### config.mk
export PLATFORM = sky130hd
export DESIGN_NAME = onewire_bus_master_top_flat
export DESIGN_NICKNAME = d
export VERILOG_FILES = /design/src/design/obm_pkg.sv /design/src/design/obm_if.sv /design/src/design/obm_cfg.sv /design/src/design/obm_core.sv /design/src/design/onewire_bus_master_top.sv /design/src/flat_wrapper.sv
export SDC_FILE = /design/constraint.sdc
export NUM_CORES = 1
export LEC_CHECK = 0
export ABC_AREA = 1
export ABC_CLOCK_PERIOD_IN_PS = 12400
export BUFFER_PORTS_ARGS = -buffer_cell sky130_fd_sc_hd__buf_2
export CAP_MARGIN = 20
export CORE_MARGIN = 5
export CORE_UTILIZATION = 50
export DETAILED_ROUTE_END_ITERATION = 8
export GPL_ROUTABILITY_DRIVEN = 0
export GPL_TIMING_DRIVEN = 1
export HOLD_SLACK_MARGIN = 0.12
export PLACE_DENSITY = 0.66
export SYNTH_ARGS = -nofsm -noshare
export SYNTH_HDL_FRONTEND = slang
export SYNTH_SLANG_ARGS = --single-unit
### constraint.sdc
create_clock -name i_clk -period 12.4 [get_ports i_clk]
set_input_delay 2.48 -clock i_clk [delete_from_list [all_inputs] [get_ports i_clk]]
set_output_delay 2.48 -clock i_clk [all_outputs]
set_load 0.02 [all_outputs]
### src/design/obm_pkg.sv
// ----------------------------------------------------------------------------
// obm_pkg - shared definitions for the 1-Wire bus master
// Operation codes, phase codes, register indexes, reset values and the
// word, result and configuration types used across the block.
// ----------------------------------------------------------------------------
package obm_pkg;

    localparam int unsigned CFG_IDX_W  = 3;
    localparam int unsigned CFG_DATA_W = 9;

    // operation codes of an input word
    localparam logic [1:0] OP_TICK  = 2'd0;
    localparam logic [1:0] OP_RESET = 2'd1;
    localparam logic [1:0] OP_WRITE = 2'd2;
    localparam logic [1:0] OP_READ  = 2'd3;

    // bus phases
    localparam logic [3:0] PH_IDLE    = 4'd0;
    localparam logic [3:0] PH_RST_LOW = 4'd1;
    localparam logic [3:0] PH_RST_WT  = 4'd2;
    localparam logic [3:0] PH_RST_REC = 4'd3;
    localparam logic [3:0] PH_WR_LOW  = 4'd4;
    localparam logic [3:0] PH_WR_REC  = 4'd5;
    localparam logic [3:0] PH_RD_LOW  = 4'd6;
    localparam logic [3:0] PH_RD_REC  = 4'd7;

    // register indexes
    localparam logic [CFG_IDX_W-1:0] CFG_TPM      = 3'd0;
    localparam logic [CFG_IDX_W-1:0] CFG_RST_LOW  = 3'd1;
    localparam logic [CFG_IDX_W-1:0] CFG_PRES_SMP = 3'd2;
    localparam logic [CFG_IDX_W-1:0] CFG_RST_REC  = 3'd3;
    localparam logic [CFG_IDX_W-1:0] CFG_WR1_LOW  = 3'd4;
    localparam logic [CFG_IDX_W-1:0] CFG_WR0_LOW  = 3'd5;
    localparam logic [CFG_IDX_W-1:0] CFG_SLOT_REC = 3'd6;
    localparam logic [CFG_IDX_W-1:0] CFG_RD_LOW   = 3'd7;

    // register reset values
    localparam logic [6:0] TPM_RESET      = 7'd1;
    localparam logic [8:0] RST_LOW_RESET  = 9'd480;
    localparam logic [8:0] PRES_SMP_RESET = 9'd80;
    localparam logic [8:0] RST_REC_RESET  = 9'd400;
    localparam logic [8:0] WR1_LOW_RESET  = 9'd1;
    localparam logic [8:0] WR0_LOW_RESET  = 9'd60;
    localparam logic [8:0] SLOT_REC_RESET = 9'd60;
    localparam logic [8:0] RD_LOW_RESET   = 9'd2;

    typedef struct packed {
        logic [6:0] ticks_per_microsecond;
        logic [8:0] reset_low_time;
        logic [8:0] presence_sample_time;
        logic [8:0] reset_recovery_time;
        logic [8:0] write_one_low_time;
        logic [8:0] write_zero_low_time;
        logic [8:0] slot_recovery_time;
        logic [8:0] read_low_time;
    } t_cfg;

    typedef struct packed {
        logic [1:0] operation;
        logic [7:0] write_byte;
        logic       line_level;
    } t_item;

    typedef struct packed {
        logic       line_drive_low;
        logic       busy_res;
        logic       done_res;
        logic       presence;
        logic [7:0] read_byte;
        logic       command_rejected;
    } t_res;

endpackage

### src/design/obm_if.sv
// ----------------------------------------------------------------------------
// obm_if - valid/ready channels of the 1-Wire bus master
// One channel carries input words, the other carries result words.
// ----------------------------------------------------------------------------
interface obm_in_if;
    logic       valid;
    logic       ready;
    logic [1:0] operation;
    logic [7:0] write_byte;
    logic       line_level;

    modport source (output valid, output operation, output write_byte,
                    output line_level, input ready);
    modport sink   (input valid, input operation, input write_byte,
                    input line_level, output ready);
endinterface

interface obm_out_if;
    logic       valid;
    logic       ready;
    logic       line_drive_low;
    logic       busy_res;
    logic       done_res;
    logic       presence;
    logic [7:0] read_byte;
    logic       command_rejected;

    modport source (output valid, output line_drive_low, output busy_res,
                    output done_res, output presence, output read_byte,
                    output command_rejected, input ready);
    modport sink   (input valid, input line_drive_low, input busy_res,
                    input done_res, input presence, input read_byte,
                    input command_rejected, output ready);
endinterface

### src/design/obm_cfg.sv
// ----------------------------------------------------------------------------
// obm_cfg - configuration registers
// Holds the prescale and slot timing registers, written by index.
// ----------------------------------------------------------------------------
module obm_cfg (
    input  logic                              i_clk,
    input  logic                              i_rst_n,
    input  logic                              i_we,
    input  logic [obm_pkg::CFG_IDX_W-1:0]     i_idx,
    input  logic [obm_pkg::CFG_DATA_W-1:0]    i_data,
    output obm_pkg::t_cfg                     o_cfg
);

    obm_pkg::t_cfg r_cfg;

    always_ff @(posedge i_clk) begin
        if (!i_rst_n) begin
            r_cfg.ticks_per_microsecond <= obm_pkg::TPM_RESET;
            r_cfg.reset_low_time        <= obm_pkg::RST_LOW_RESET;
            r_cfg.presence_sample_time  <= obm_pkg::PRES_SMP_RESET;
            r_cfg.reset_recovery_time   <= obm_pkg::RST_REC_RESET;
            r_cfg.write_one_low_time    <= obm_pkg::WR1_LOW_RESET;
            r_cfg.write_zero_low_time   <= obm_pkg::WR0_LOW_RESET;
            r_cfg.slot_recovery_time    <= obm_pkg::SLOT_REC_RESET;
            r_cfg.read_low_time         <= obm_pkg::RD_LOW_RESET;
        end else if (i_we) begin
            unique case (i_idx)
                obm_pkg::CFG_TPM:      r_cfg.ticks_per_microsecond <= i_data[6:0];
                obm_pkg::CFG_RST_LOW:  r_cfg.reset_low_time        <= i_data;
                obm_pkg::CFG_PRES_SMP: r_cfg.presence_sample_time  <= i_data;
                obm_pkg::CFG_RST_REC:  r_cfg.reset_recovery_time   <= i_data;
                obm_pkg::CFG_WR1_LOW:  r_cfg.write_one_low_time    <= i_data;
                obm_pkg::CFG_WR0_LOW:  r_cfg.write_zero_low_time   <= i_data;
                obm_pkg::CFG_SLOT_REC: r_cfg.slot_recovery_time    <= i_data;
                obm_pkg::CFG_RD_LOW:   r_cfg.read_low_time         <= i_data;
            endcase
        end
    end

    assign o_cfg = r_cfg;

endmodule

### src/design/obm_core.sv
// ----------------------------------------------------------------------------
// obm_core - bus state and per-word update
// Advances the microsecond timers, ends phases, chains through phases of
// zero length in closed form and forms the result word.
// ----------------------------------------------------------------------------
module obm_core (
    input  logic           i_clk,
    input  logic           i_rst_n,
    input  logic           i_step,
    input  obm_pkg::t_item i_item,
    input  obm_pkg::t_cfg  i_cfg,
    output obm_pkg::t_res  o_res
);

    logic [3:0] r_phase, n_phase;
    logic [6:0] r_presc, n_presc;
    logic [8:0] r_timer, n_timer;
    logic [2:0] r_bit,   n_bit;
    logic [7:0] r_shift, n_shift;
    logic       r_pres,  n_pres;
    logic [7:0] r_rbyte, n_rbyte;

    logic       run;
    logic       fired;
    logic       rejected;
    logic [6:0] tpm;
    logic [6:0] presc_inc;
    logic [8:0] dur;
    logic [7:0] wr_stop;
    logic       wr_found;
    logic [2:0] wr_k;
    logic [3:0] tail_n;
    logic [7:0] rd_fill;
    logic       c2z, c3z, c4z, c5z, c6z, c7z;

    assign c2z = (i_cfg.presence_sample_time == '0);
    assign c3z = (i_cfg.reset_recovery_time  == '0);
    assign c4z = (i_cfg.write_one_low_time   == '0);
    assign c5z = (i_cfg.write_zero_low_time  == '0);
    assign c6z = (i_cfg.slot_recovery_time   == '0);
    assign c7z = (i_cfg.read_low_time        == '0);

    function automatic logic [8:0] phase_duration(input logic [3:0] ph, input logic bit0,
                                                  input obm_pkg::t_cfg c);
        logic [8:0] d;
        unique case (ph)
            obm_pkg::PH_RST_LOW: d = c.reset_low_time;
            obm_pkg::PH_RST_WT:  d = c.presence_sample_time;
            obm_pkg::PH_RST_REC: d = c.reset_recovery_time;
            obm_pkg::PH_WR_LOW:  d = bit0 ? c.write_one_low_time : c.write_zero_low_time;
            obm_pkg::PH_WR_REC:  d = c.slot_recovery_time;
            obm_pkg::PH_RD_LOW:  d = c.read_low_time;
            obm_pkg::PH_RD_REC:  d = c.slot_recovery_time;
            default:             d = '0;
        endcase
        return d;
    endfunction

    always_comb begin
        n_phase  = r_phase;
        n_presc  = r_presc;
        n_timer  = r_timer;
        n_bit    = r_bit;
        n_shift  = r_shift;
        n_pres   = r_pres;
        n_rbyte  = r_rbyte;
        run      = 1'b0;
        fired    = 1'b0;
        rejected = 1'b0;
        wr_stop  = '0;
        wr_found = 1'b0;
        wr_k     = '0;
        tail_n   = '0;
        rd_fill  = '0;
        tpm       = (i_cfg.ticks_per_microsecond == '0) ? 7'd1 : i_cfg.ticks_per_microsecond;
        presc_inc = r_presc + 7'd1;

        // advance timers, start a command, or reject a command while busy
        if (i_item.operation == obm_pkg::OP_TICK) begin
            if (r_phase != obm_pkg::PH_IDLE) begin
                run = 1'b1;
                if (presc_inc >= tpm) begin
                    n_presc = '0;
                    n_timer = r_timer + 9'd1;
                end else begin
                    n_presc = presc_inc;
                end
            end
        end else if (r_phase != obm_pkg::PH_IDLE) begin
            rejected = 1'b1;
        end else begin
            run     = 1'b1;
            n_bit   = '0;
            n_presc = '0;
            n_timer = '0;
            case (i_item.operation)
                obm_pkg::OP_RESET: n_phase = obm_pkg::PH_RST_LOW;
                obm_pkg::OP_WRITE: begin
                    n_phase = obm_pkg::PH_WR_LOW;
                    n_shift = i_item.write_byte;
                end
                default: begin
                    n_phase = obm_pkg::PH_RD_LOW;
                    n_shift = '0;
                end
            endcase
        end

        dur = phase_duration(n_phase, n_shift[0], i_cfg);

        // end the current phase once its time is reached
        if (run && n_phase != obm_pkg::PH_IDLE && n_timer >= dur) begin
            fired   = 1'b1;
            n_presc = '0;
            n_timer = '0;
            unique case (n_phase)
                obm_pkg::PH_RST_LOW: n_phase = obm_pkg::PH_RST_WT;
                obm_pkg::PH_RST_WT: begin
                    n_pres  = !i_item.line_level;
                    n_phase = obm_pkg::PH_RST_REC;
                end
                obm_pkg::PH_RST_REC: n_phase = obm_pkg::PH_IDLE;
                obm_pkg::PH_WR_LOW, obm_pkg::PH_WR_REC: begin
                    if (n_phase == obm_pkg::PH_WR_LOW && n_shift[0]) begin
                        n_phase = obm_pkg::PH_WR_REC;
                    end else begin
                        n_shift = n_shift >> 1;
                        if (n_bit == 3'd7) begin
                            n_phase = obm_pkg::PH_IDLE;
                        end else begin
                            n_bit   = n_bit + 3'd1;
                            n_phase = obm_pkg::PH_WR_LOW;
                        end
                    end
                end
                obm_pkg::PH_RD_LOW: begin
                    n_shift = {i_item.line_level, n_shift[7:1]};
                    n_phase = obm_pkg::PH_RD_REC;
                end
                obm_pkg::PH_RD_REC: begin
                    if (n_bit == 3'd7) begin
                        n_rbyte = n_shift;
                        n_phase = obm_pkg::PH_IDLE;
                    end else begin
                        n_bit   = n_bit + 3'd1;
                        n_phase = obm_pkg::PH_RD_LOW;
                    end
                end
                default: n_phase = obm_pkg::PH_IDLE;
            endcase
        end

        // pass straight through any following phases of zero length
        if (fired) begin
            if (n_phase == obm_pkg::PH_RST_WT && c2z) begin
                n_pres  = !i_item.line_level;
                n_phase = obm_pkg::PH_RST_REC;
            end
            if (n_phase == obm_pkg::PH_RST_REC && c3z) begin
                n_phase = obm_pkg::PH_IDLE;
            end

            if (n_phase == obm_pkg::PH_WR_REC && c6z) begin
                n_shift = n_shift >> 1;
                if (n_bit == 3'd7) begin
                    n_phase = obm_pkg::PH_IDLE;
                end else begin
                    n_bit   = n_bit + 3'd1;
                    n_phase = obm_pkg::PH_WR_LOW;
                end
            end
            if (n_phase == obm_pkg::PH_WR_LOW) begin
                // a bit stops the chain unless all of its slot times are zero
                for (int j = 0; j < 8; j++) begin
                    wr_stop[j] = (({1'b0, n_bit} + 4'(j)) <= 4'd7) &&
                                 (n_shift[j] ? !(c4z && c6z) : !c5z);
                end
                for (int j = 7; j >= 0; j--) begin
                    if (wr_stop[j]) begin
                        wr_found = 1'b1;
                        wr_k     = 3'(j);
                    end
                end
                if (wr_found) begin
                    n_shift = n_shift >> wr_k;
                    n_bit   = n_bit + wr_k;
                    n_phase = (n_shift[0] && c4z) ? obm_pkg::PH_WR_REC : obm_pkg::PH_WR_LOW;
                end else begin
                    tail_n  = 4'd8 - {1'b0, n_bit};
                    n_shift = n_shift >> tail_n;
                    n_bit   = 3'd7;
                    n_phase = obm_pkg::PH_IDLE;
                end
            end

            if (n_phase == obm_pkg::PH_RD_REC && c6z) begin
                if (n_bit == 3'd7) begin
                    n_rbyte = n_shift;
                    n_phase = obm_pkg::PH_IDLE;
                end else begin
                    n_bit   = n_bit + 3'd1;
                    n_phase = obm_pkg::PH_RD_LOW;
                end
            end
            if (n_phase == obm_pkg::PH_RD_LOW && c7z) begin
                if (c6z) begin
                    // every remaining bit samples the same level
                    tail_n  = 4'd8 - {1'b0, n_bit};
                    rd_fill = i_item.line_level ? ~(8'hFF >> tail_n) : 8'h00;
                    n_shift = (n_shift >> tail_n) | rd_fill;
                    n_rbyte = n_shift;
                    n_bit   = 3'd7;
                    n_phase = obm_pkg::PH_IDLE;
                end else begin
                    n_shift = {i_item.line_level, n_shift[7:1]};
                    n_phase = obm_pkg::PH_RD_REC;
                end
            end
        end

        o_res.line_drive_low   = (n_phase == obm_pkg::PH_RST_LOW) ||
                                 (n_phase == obm_pkg::PH_WR_LOW)  ||
                                 (n_phase == obm_pkg::PH_RD_LOW);
        o_res.busy_res         = (n_phase != obm_pkg::PH_IDLE);
        o_res.done_res         = run && (n_phase == obm_pkg::PH_IDLE);
        o_res.presence         = n_pres;
        o_res.read_byte        = n_rbyte;
        o_res.command_rejected = rejected;
    end

    always_ff @(posedge i_clk) begin
        if (!i_rst_n) begin
            r_phase <= obm_pkg::PH_IDLE;
            r_presc <= '0;
            r_timer <= '0;
            r_bit   <= '0;
            r_shift <= '0;
            r_pres  <= 1'b0;
            r_rbyte <= '0;
        end else if (i_step) begin
            r_phase <= n_phase;
            r_presc <= n_presc;
            r_timer <= n_timer;
            r_bit   <= n_bit;
            r_shift <= n_shift;
            r_pres  <= n_pres;
            r_rbyte <= n_rbyte;
        end
    end

    a_reject_holds: assert property (@(posedge i_clk) disable iff (!i_rst_n)
        i_step && o_res.command_rejected |=>
            r_phase == $past(r_phase) && r_timer == $past(r_timer))
        else $error("rejected command changed the bus state");

    a_idle_accepts: assert property (@(posedge i_clk) disable iff (!i_rst_n)
        i_step && r_phase == obm_pkg::PH_IDLE |-> !o_res.command_rejected)
        else $error("command rejected while idle");

    a_done_idle: assert property (@(posedge i_clk) disable iff (!i_rst_n)
        i_step && o_res.done_res |=> r_phase == obm_pkg::PH_IDLE)
        else $error("done reported but phase not idle");

    a_hold_no_step: assert property (@(posedge i_clk) disable iff (!i_rst_n)
        !i_step |=> $stable(r_phase) && $stable(r_shift) && $stable(r_timer))
        else $error("state moved without a word");

    a_idle_tick: assert property (@(posedge i_clk) disable iff (!i_rst_n)
        i_step && i_item.operation == obm_pkg::OP_TICK && r_phase == obm_pkg::PH_IDLE
            |=> r_phase == obm_pkg::PH_IDLE && $stable(r_rbyte))
        else $error("tick while idle changed state");

endmodule

### src/design/onewire_bus_master_top.sv
// ----------------------------------------------------------------------------
// onewire_bus_master_top - 1-Wire bus master
// Path: an input word is taken into the input register, and its result word
// goes into the result register behind the bus update.
// Throughput: one word per cycle while the result register is free or being drained.
// Reset (synchronous, active low): phase idle, counters and bytes cleared,
// registers back to their reset values; no clearing pass.
// ----------------------------------------------------------------------------
module onewire_bus_master_top (
    input  logic                           i_clk,
    input  logic                           i_rst_n,
    obm_in_if.sink                         i_in,
    obm_out_if.source                      o_out,
    input  logic                           i_cfg_we,
    input  logic [obm_pkg::CFG_IDX_W-1:0]  i_cfg_idx,
    input  logic [obm_pkg::CFG_DATA_W-1:0] i_cfg_data
);

    logic           r_in_valid;
    obm_pkg::t_item r_in_item;
    logic           r_out_valid;
    obm_pkg::t_res  r_out_res;
    logic           step;
    obm_pkg::t_cfg  cfg;
    obm_pkg::t_res  core_res;

    // advance a word when the result register is free or being drained
    assign step       = r_in_valid && (!r_out_valid || o_out.ready);
    assign i_in.ready = !r_in_valid || step;

    obm_cfg u_cfg (
        .i_clk  (i_clk),
        .i_rst_n(i_rst_n),
        .i_we   (i_cfg_we),
        .i_idx  (i_cfg_idx),
        .i_data (i_cfg_data),
        .o_cfg  (cfg)
    );

    obm_core u_core (
        .i_clk  (i_clk),
        .i_rst_n(i_rst_n),
        .i_step (step),
        .i_item (r_in_item),
        .i_cfg  (cfg),
        .o_res  (core_res)
    );

    always_ff @(posedge i_clk) begin
        if (!i_rst_n) begin
            r_in_valid  <= 1'b0;
            r_out_valid <= 1'b0;
        end else begin
            if (i_in.ready) begin
                r_in_valid <= i_in.valid;
            end
            if (step) begin
                r_out_valid <= 1'b1;
            end else if (o_out.ready) begin
                r_out_valid <= 1'b0;
            end
        end
    end

    always_ff @(posedge i_clk) begin
        if (i_in.valid && i_in.ready) begin
            r_in_item.operation  <= i_in.operation;
            r_in_item.write_byte <= i_in.write_byte;
            r_in_item.line_level <= i_in.line_level;
        end
        if (step) begin
            r_out_res <= core_res;
        end
    end

    assign o_out.valid            = r_out_valid;
    assign o_out.line_drive_low   = r_out_res.line_drive_low;
    assign o_out.busy_res         = r_out_res.busy_res;
    assign o_out.done_res         = r_out_res.done_res;
    assign o_out.presence         = r_out_res.presence;
    assign o_out.read_byte        = r_out_res.read_byte;
    assign o_out.command_rejected = r_out_res.command_rejected;

endmodule

### src/flat_wrapper.sv
// flat-port wrapper written by rule: the top's interface ports become plain ports
module onewire_bus_master_top_flat 
  (i_clk, i_rst_n, i_cfg_we, i_cfg_idx, i_cfg_data, i_in_valid, i_in_operation, i_in_write_byte, i_in_line_level, i_in_ready, o_out_valid, o_out_line_drive_low, o_out_busy_res, o_out_done_res, o_out_presence, o_out_read_byte, o_out_command_rejected, o_out_ready);
  obm_in_if i_in_i ();
  obm_out_if o_out_i ();
  input  logic i_clk;
  input  logic i_rst_n;
  input  logic i_cfg_we;
  input  logic [obm_pkg::CFG_IDX_W-1:0] i_cfg_idx;
  input  logic [obm_pkg::CFG_DATA_W-1:0] i_cfg_data;
  input wire logic [$bits(i_in_i.valid)-1:0] i_in_valid;
  input wire logic [$bits(i_in_i.operation)-1:0] i_in_operation;
  input wire logic [$bits(i_in_i.write_byte)-1:0] i_in_write_byte;
  input wire logic [$bits(i_in_i.line_level)-1:0] i_in_line_level;
  output wire logic [$bits(i_in_i.ready)-1:0] i_in_ready;
  output wire logic [$bits(o_out_i.valid)-1:0] o_out_valid;
  output wire logic [$bits(o_out_i.line_drive_low)-1:0] o_out_line_drive_low;
  output wire logic [$bits(o_out_i.busy_res)-1:0] o_out_busy_res;
  output wire logic [$bits(o_out_i.done_res)-1:0] o_out_done_res;
  output wire logic [$bits(o_out_i.presence)-1:0] o_out_presence;
  output wire logic [$bits(o_out_i.read_byte)-1:0] o_out_read_byte;
  output wire logic [$bits(o_out_i.command_rejected)-1:0] o_out_command_rejected;
  input wire logic [$bits(o_out_i.ready)-1:0] o_out_ready;
  assign i_in_i.valid = i_in_valid;
  assign i_in_i.operation = i_in_operation;
  assign i_in_i.write_byte = i_in_write_byte;
  assign i_in_i.line_level = i_in_line_level;
  assign i_in_ready = i_in_i.ready;
  assign o_out_valid = o_out_i.valid;
  assign o_out_line_drive_low = o_out_i.line_drive_low;
  assign o_out_busy_res = o_out_i.busy_res;
  assign o_out_done_res = o_out_i.done_res;
  assign o_out_presence = o_out_i.presence;
  assign o_out_read_byte = o_out_i.read_byte;
  assign o_out_command_rejected = o_out_i.command_rejected;
  assign o_out_i.ready = o_out_ready;
  onewire_bus_master_top u_core (.i_clk(i_clk), .i_rst_n(i_rst_n), .i_in(i_in_i), .o_out(o_out_i), .i_cfg_we(i_cfg_we), .i_cfg_idx(i_cfg_idx), .i_cfg_data(i_cfg_data));
endmodule
==> flow_summary.json <==
{
  "cts_resized": 0,
  "antenna_left": 0,
  "fin_skew_ns": 0.0129,
  "post-cts-setup-buffer-count": 0,
  "internal_power_mw": 0.911,
  "num_antenna_cells": 0,
  "yosys_most_used_dff": "dfxtp_1",
  "synth_warnings": 0,
  "p_leak_nw": 4.73,
  "power_density_nw_per_um2": 147,
  "cp_max_fo": 28,
  "final_net_count": 1512,
  "syn_area_um2": 9430,
  "status": "finished clean",
  "critical_path_class": "register to register",
  "place_inst": 1666,
  "hold_violations": 0,
  "core_area_um2": 18600,
  "p_switching_mw": 0.617,
  "hold_buffers": 0,
  "sw_frac_of_total": 0.404,
  "rrSetupSlack_ns": 2.24,
  "synthArstFlopShare": 0,
  "max-vdd-ir-drop_uv": 109,
  "syn_nets": 1492,
  "cts_buffers": 17,
  "worst_path_most_repeated_cell": "inv_1",
  "max_cap_violations": 0,
  "hold_end": "u_core.u_cfg.o_cfg[62]",
  "synth-edff-count": 24,
  "hpwl_mm": 20.7,
  "fin_crit_sh": 0.819,
  "hp-start": "u_core.u_cfg.o_cfg[62]",
  "fin_setup_tns_ns": 0,
  "cts.sinks": 136,
  "finalPower_mw": 1.53,
  "cp_slowest_cell": "ha_1",
  "start_util": 0.506,
  "wl_per_cell_um": 16.5,
  "die-area_um2": 21700,
  "grt_usage": 0.255,
  "finalNonFillerCells": 1699,
  "worstReg2RegEnd": "u_core.o_out.read_byte[7]",
  "grt_antenna_before_repair": 0,
  "reg2regPathDepth": 52,
  "row_count": 50,
  "grt_max_degree": 77,
  "drt-total-wl_mm": 28.0,
  "hold_path_depth": 2,
  "path_clk_slew_ns": 0.07,
  "cp_data_required_time_ns": 12.59,
  "final_layout_size_suffix_gt1_frac": 0.116,
  "worstSetupEndpointType": "register",
  "synth_seq_cells": 136,
  "tightestPinTransition_ns": 1.04,
  "yosysUniqueCellTypes": 57,
  "drc": 0,
  "grt_pass1_wl_mm": 44.8,
  "grt_pass1_vias": 8622,
  "cts_root_buffer": "clkbuf_16",
  "pwr-share-clk": 0.344,
  "dr.pass1.iters": 5,
  "whs_ns": 0.466,
  "insertion_delay_ns": 0.44,
  "vias_per_cell": 5.65,
  "maxSlewHeadroom": 0.301,
  "port_buffers": 42,
  "pwr-share-seq": 0.317,
  "max_stage_delay_ns": 0.54,
  "cts_tree": "built",
  "r2r_start": "u_core.r_in_item[9]",
  "die_x_um": 147,
  "num_vias": 9596,
  "syn_area_per_cell_um2": 6.59,
  "cts-htree-levels": 4,
  "setup_viol": 0,
  "rsz0062_at_grt": "no",
  "syn_to_final_growth_pct": 9.91,
  "finalCriticalPeriod_ns": 10.16,
  "hold_class": "register to register",
  "overflow": 0,
  "clock.fmax_ghz": 0.0984,
  "drt_iter0_drc": 731,
  "die_h_um": 147,
  "ioPinCount": 43,
  "cts_buffer_depth": 2,
  "start_kind": "register",
  "combPwrFrac": 0.339,
  "synthCells": 1432,
  "slew_violations": 0,
  "arrival_ns": 10.35,
  "synth-seq-area-share": 0.314
}
==> per-layer routing <==
layer  part of all wire  vias up  GRT usage
li1                   -     4807          -
met1               0.43     4361      0.329
met2               0.48      364      0.430
met3              0.058       64     0.0349
met4              0.031        0      0.105
met5                  0        -          0
==> cells in the mapped netlist, drive strengths merged, types with 5 or more instances <==
| cell type | instances | area [um2] |
|---|---|---|
| edfxtp | 24 | 721 |
| o21ai | 128 | 663 |
| nand4 | 14 | 115 |
| clkinv | 10 | 37.5 |
| a21oi | 86 | 449 |
| a221oi | 9 | 78.8 |
| o21a | 6 | 45.0 |
| ha | 31 | 388 |
| nand2 | 394 | 1580 |
| o211ai | 13 | 97.6 |
| nor3 | 15 | 80.1 |
| buf | 19 | 118 |
| a31oi | 5 | 31.3 |
| nor2 | 196 | 868 |
| nand3 | 133 | 741 |
| nor4 | 7 | 58.8 |
| dfxtp | 112 | 2240 |
| nand3b | 6 | 45.0 |
| clkbuf | 25 | 93.8 |
| a22oi | 8 | 60.1 |
| inv | 153 | 574 |
| o2111ai | 8 | 70.1 |
==> power by group through the flow <==
stage | clock network (mW) | logic [mW] | registers [mW]
after floorplan | 0 | 0.390 | 0.495
after global placement | 0 | 0.502 | 0.494
after detailed placement | 0 | 0.505 | 0.494
after CTS | 0.532 | 0.508 | 0.485
after global routing | 0.551 | 0.576 | 0.486
final | 0.526 | 0.518 | 0.485
==> logic make-up (layout without fill, tap and decap cells) <==
family                     Yosys count  count (layout)  synth area share
and+or+nand+nor                    769             769             0.373
muxes                                3               3           0.00318
buffers and inverters              207             240            0.0873
DFF                                136             136             0.314
AOI/OAI and AO/OA                  277             277             0.170
xor gates and xnor gates             8               8           0.00942
adders and majority gates           32              32            0.0433
==> critical path: cells and delay by family (launching register included) <==
kind / cells / cell delay (ns)
flops: 1 / 0.38
simple gates: 23 / 4.04
buf+inv: 11 / 1.49
fa+ha+maj: 8 / 2.33
compound gates: 10 / 1.60
==> registers in the layout, indices dropped and copies added, names as in the netlist, 3 cells and up <==
signal and cells:
u_core.u_core.r_bit 3, u_core.u_core.r_presc 7, u_core.r_in_item 11, u_core.u_core.r_phase 4, u_core.u_cfg.o_cfg 70, u_core.u_core.r_shift 8
u_core.u_core.r_timer 9, u_core.u_core.r_rbyte 8, u_core.o_out.read_byte 8
==> worst max-delay path by stage <==
stage | startpoint | slack, ns | end
2_1_floorplan | u_core.u_cfg.o_cfg[69] | 4.10 | u_core.o_out.read_byte[7]
3_3_place_gp | u_core.r_in_item[9] | 2.73 | u_core.o_out.read_byte[7]
3_5_place_dp | u_core.r_in_item[9] | 2.46 | u_core.o_out.read_byte[7]
4_1_cts | u_core.r_in_item[9] | 2.39 | u_core.o_out.read_byte[7]
5_1_grt | u_core.r_in_item[9] | 1.32 | u_core.o_out.read_byte[7]
6_report | u_core.r_in_item[9] | 2.24 | u_core.o_out.read_byte[7]
==> per-stage QoR <==
step / area, um2 / setup WS, ns / utilization
global placement: 9740 / 2.73 / 0.522
detailed placement: 9740 / 2.46 / 0.522
finish: 10400 / 2.24 / 0.556
CTS: 10300 / 2.39 / 0.554
floorplan: 9430 / 4.10 / -
global route: 10400 / 1.32 / 0.556
==> layout make-up <==
cell class / instances / area (um2)
clock buffer: 17 / 425
clock inverter: 15 / 175
fill: 1863 / 8280
inverter: 163 / 612
multi-input combinational: 1089 / 5640
sequential: 136 / 2960
tap: 234 / 293
timing repair buffer: 45 / 253
==> cells in the final DEF, fill, tap and decap left out, drive strengths merged, types with 2 or more instances in the layout <==
cell type / count
nand2: 394
nor2: 196
inv: 163
nand3: 133
o21ai: 128
dfxtp: 112
a21oi: 86
buf: 45
ha: 31
edfxtp: 24
clkbuf: 17
nor3: 15
nand4: 14
o211ai: 13
clkinv: 12
a221oi: 9
a22oi: 8
o2111ai: 8
nor4: 7
o21a: 6
nand3b: 6
a31oi: 5
o22ai: 4
xnor2: 4
xor2: 4
mux2i: 3
a211oi: 3
and2: 2
clkinvlp: 2
o21bai: 2
a21boi: 2
No activity file was read; power rests on OpenSTA's default activity.
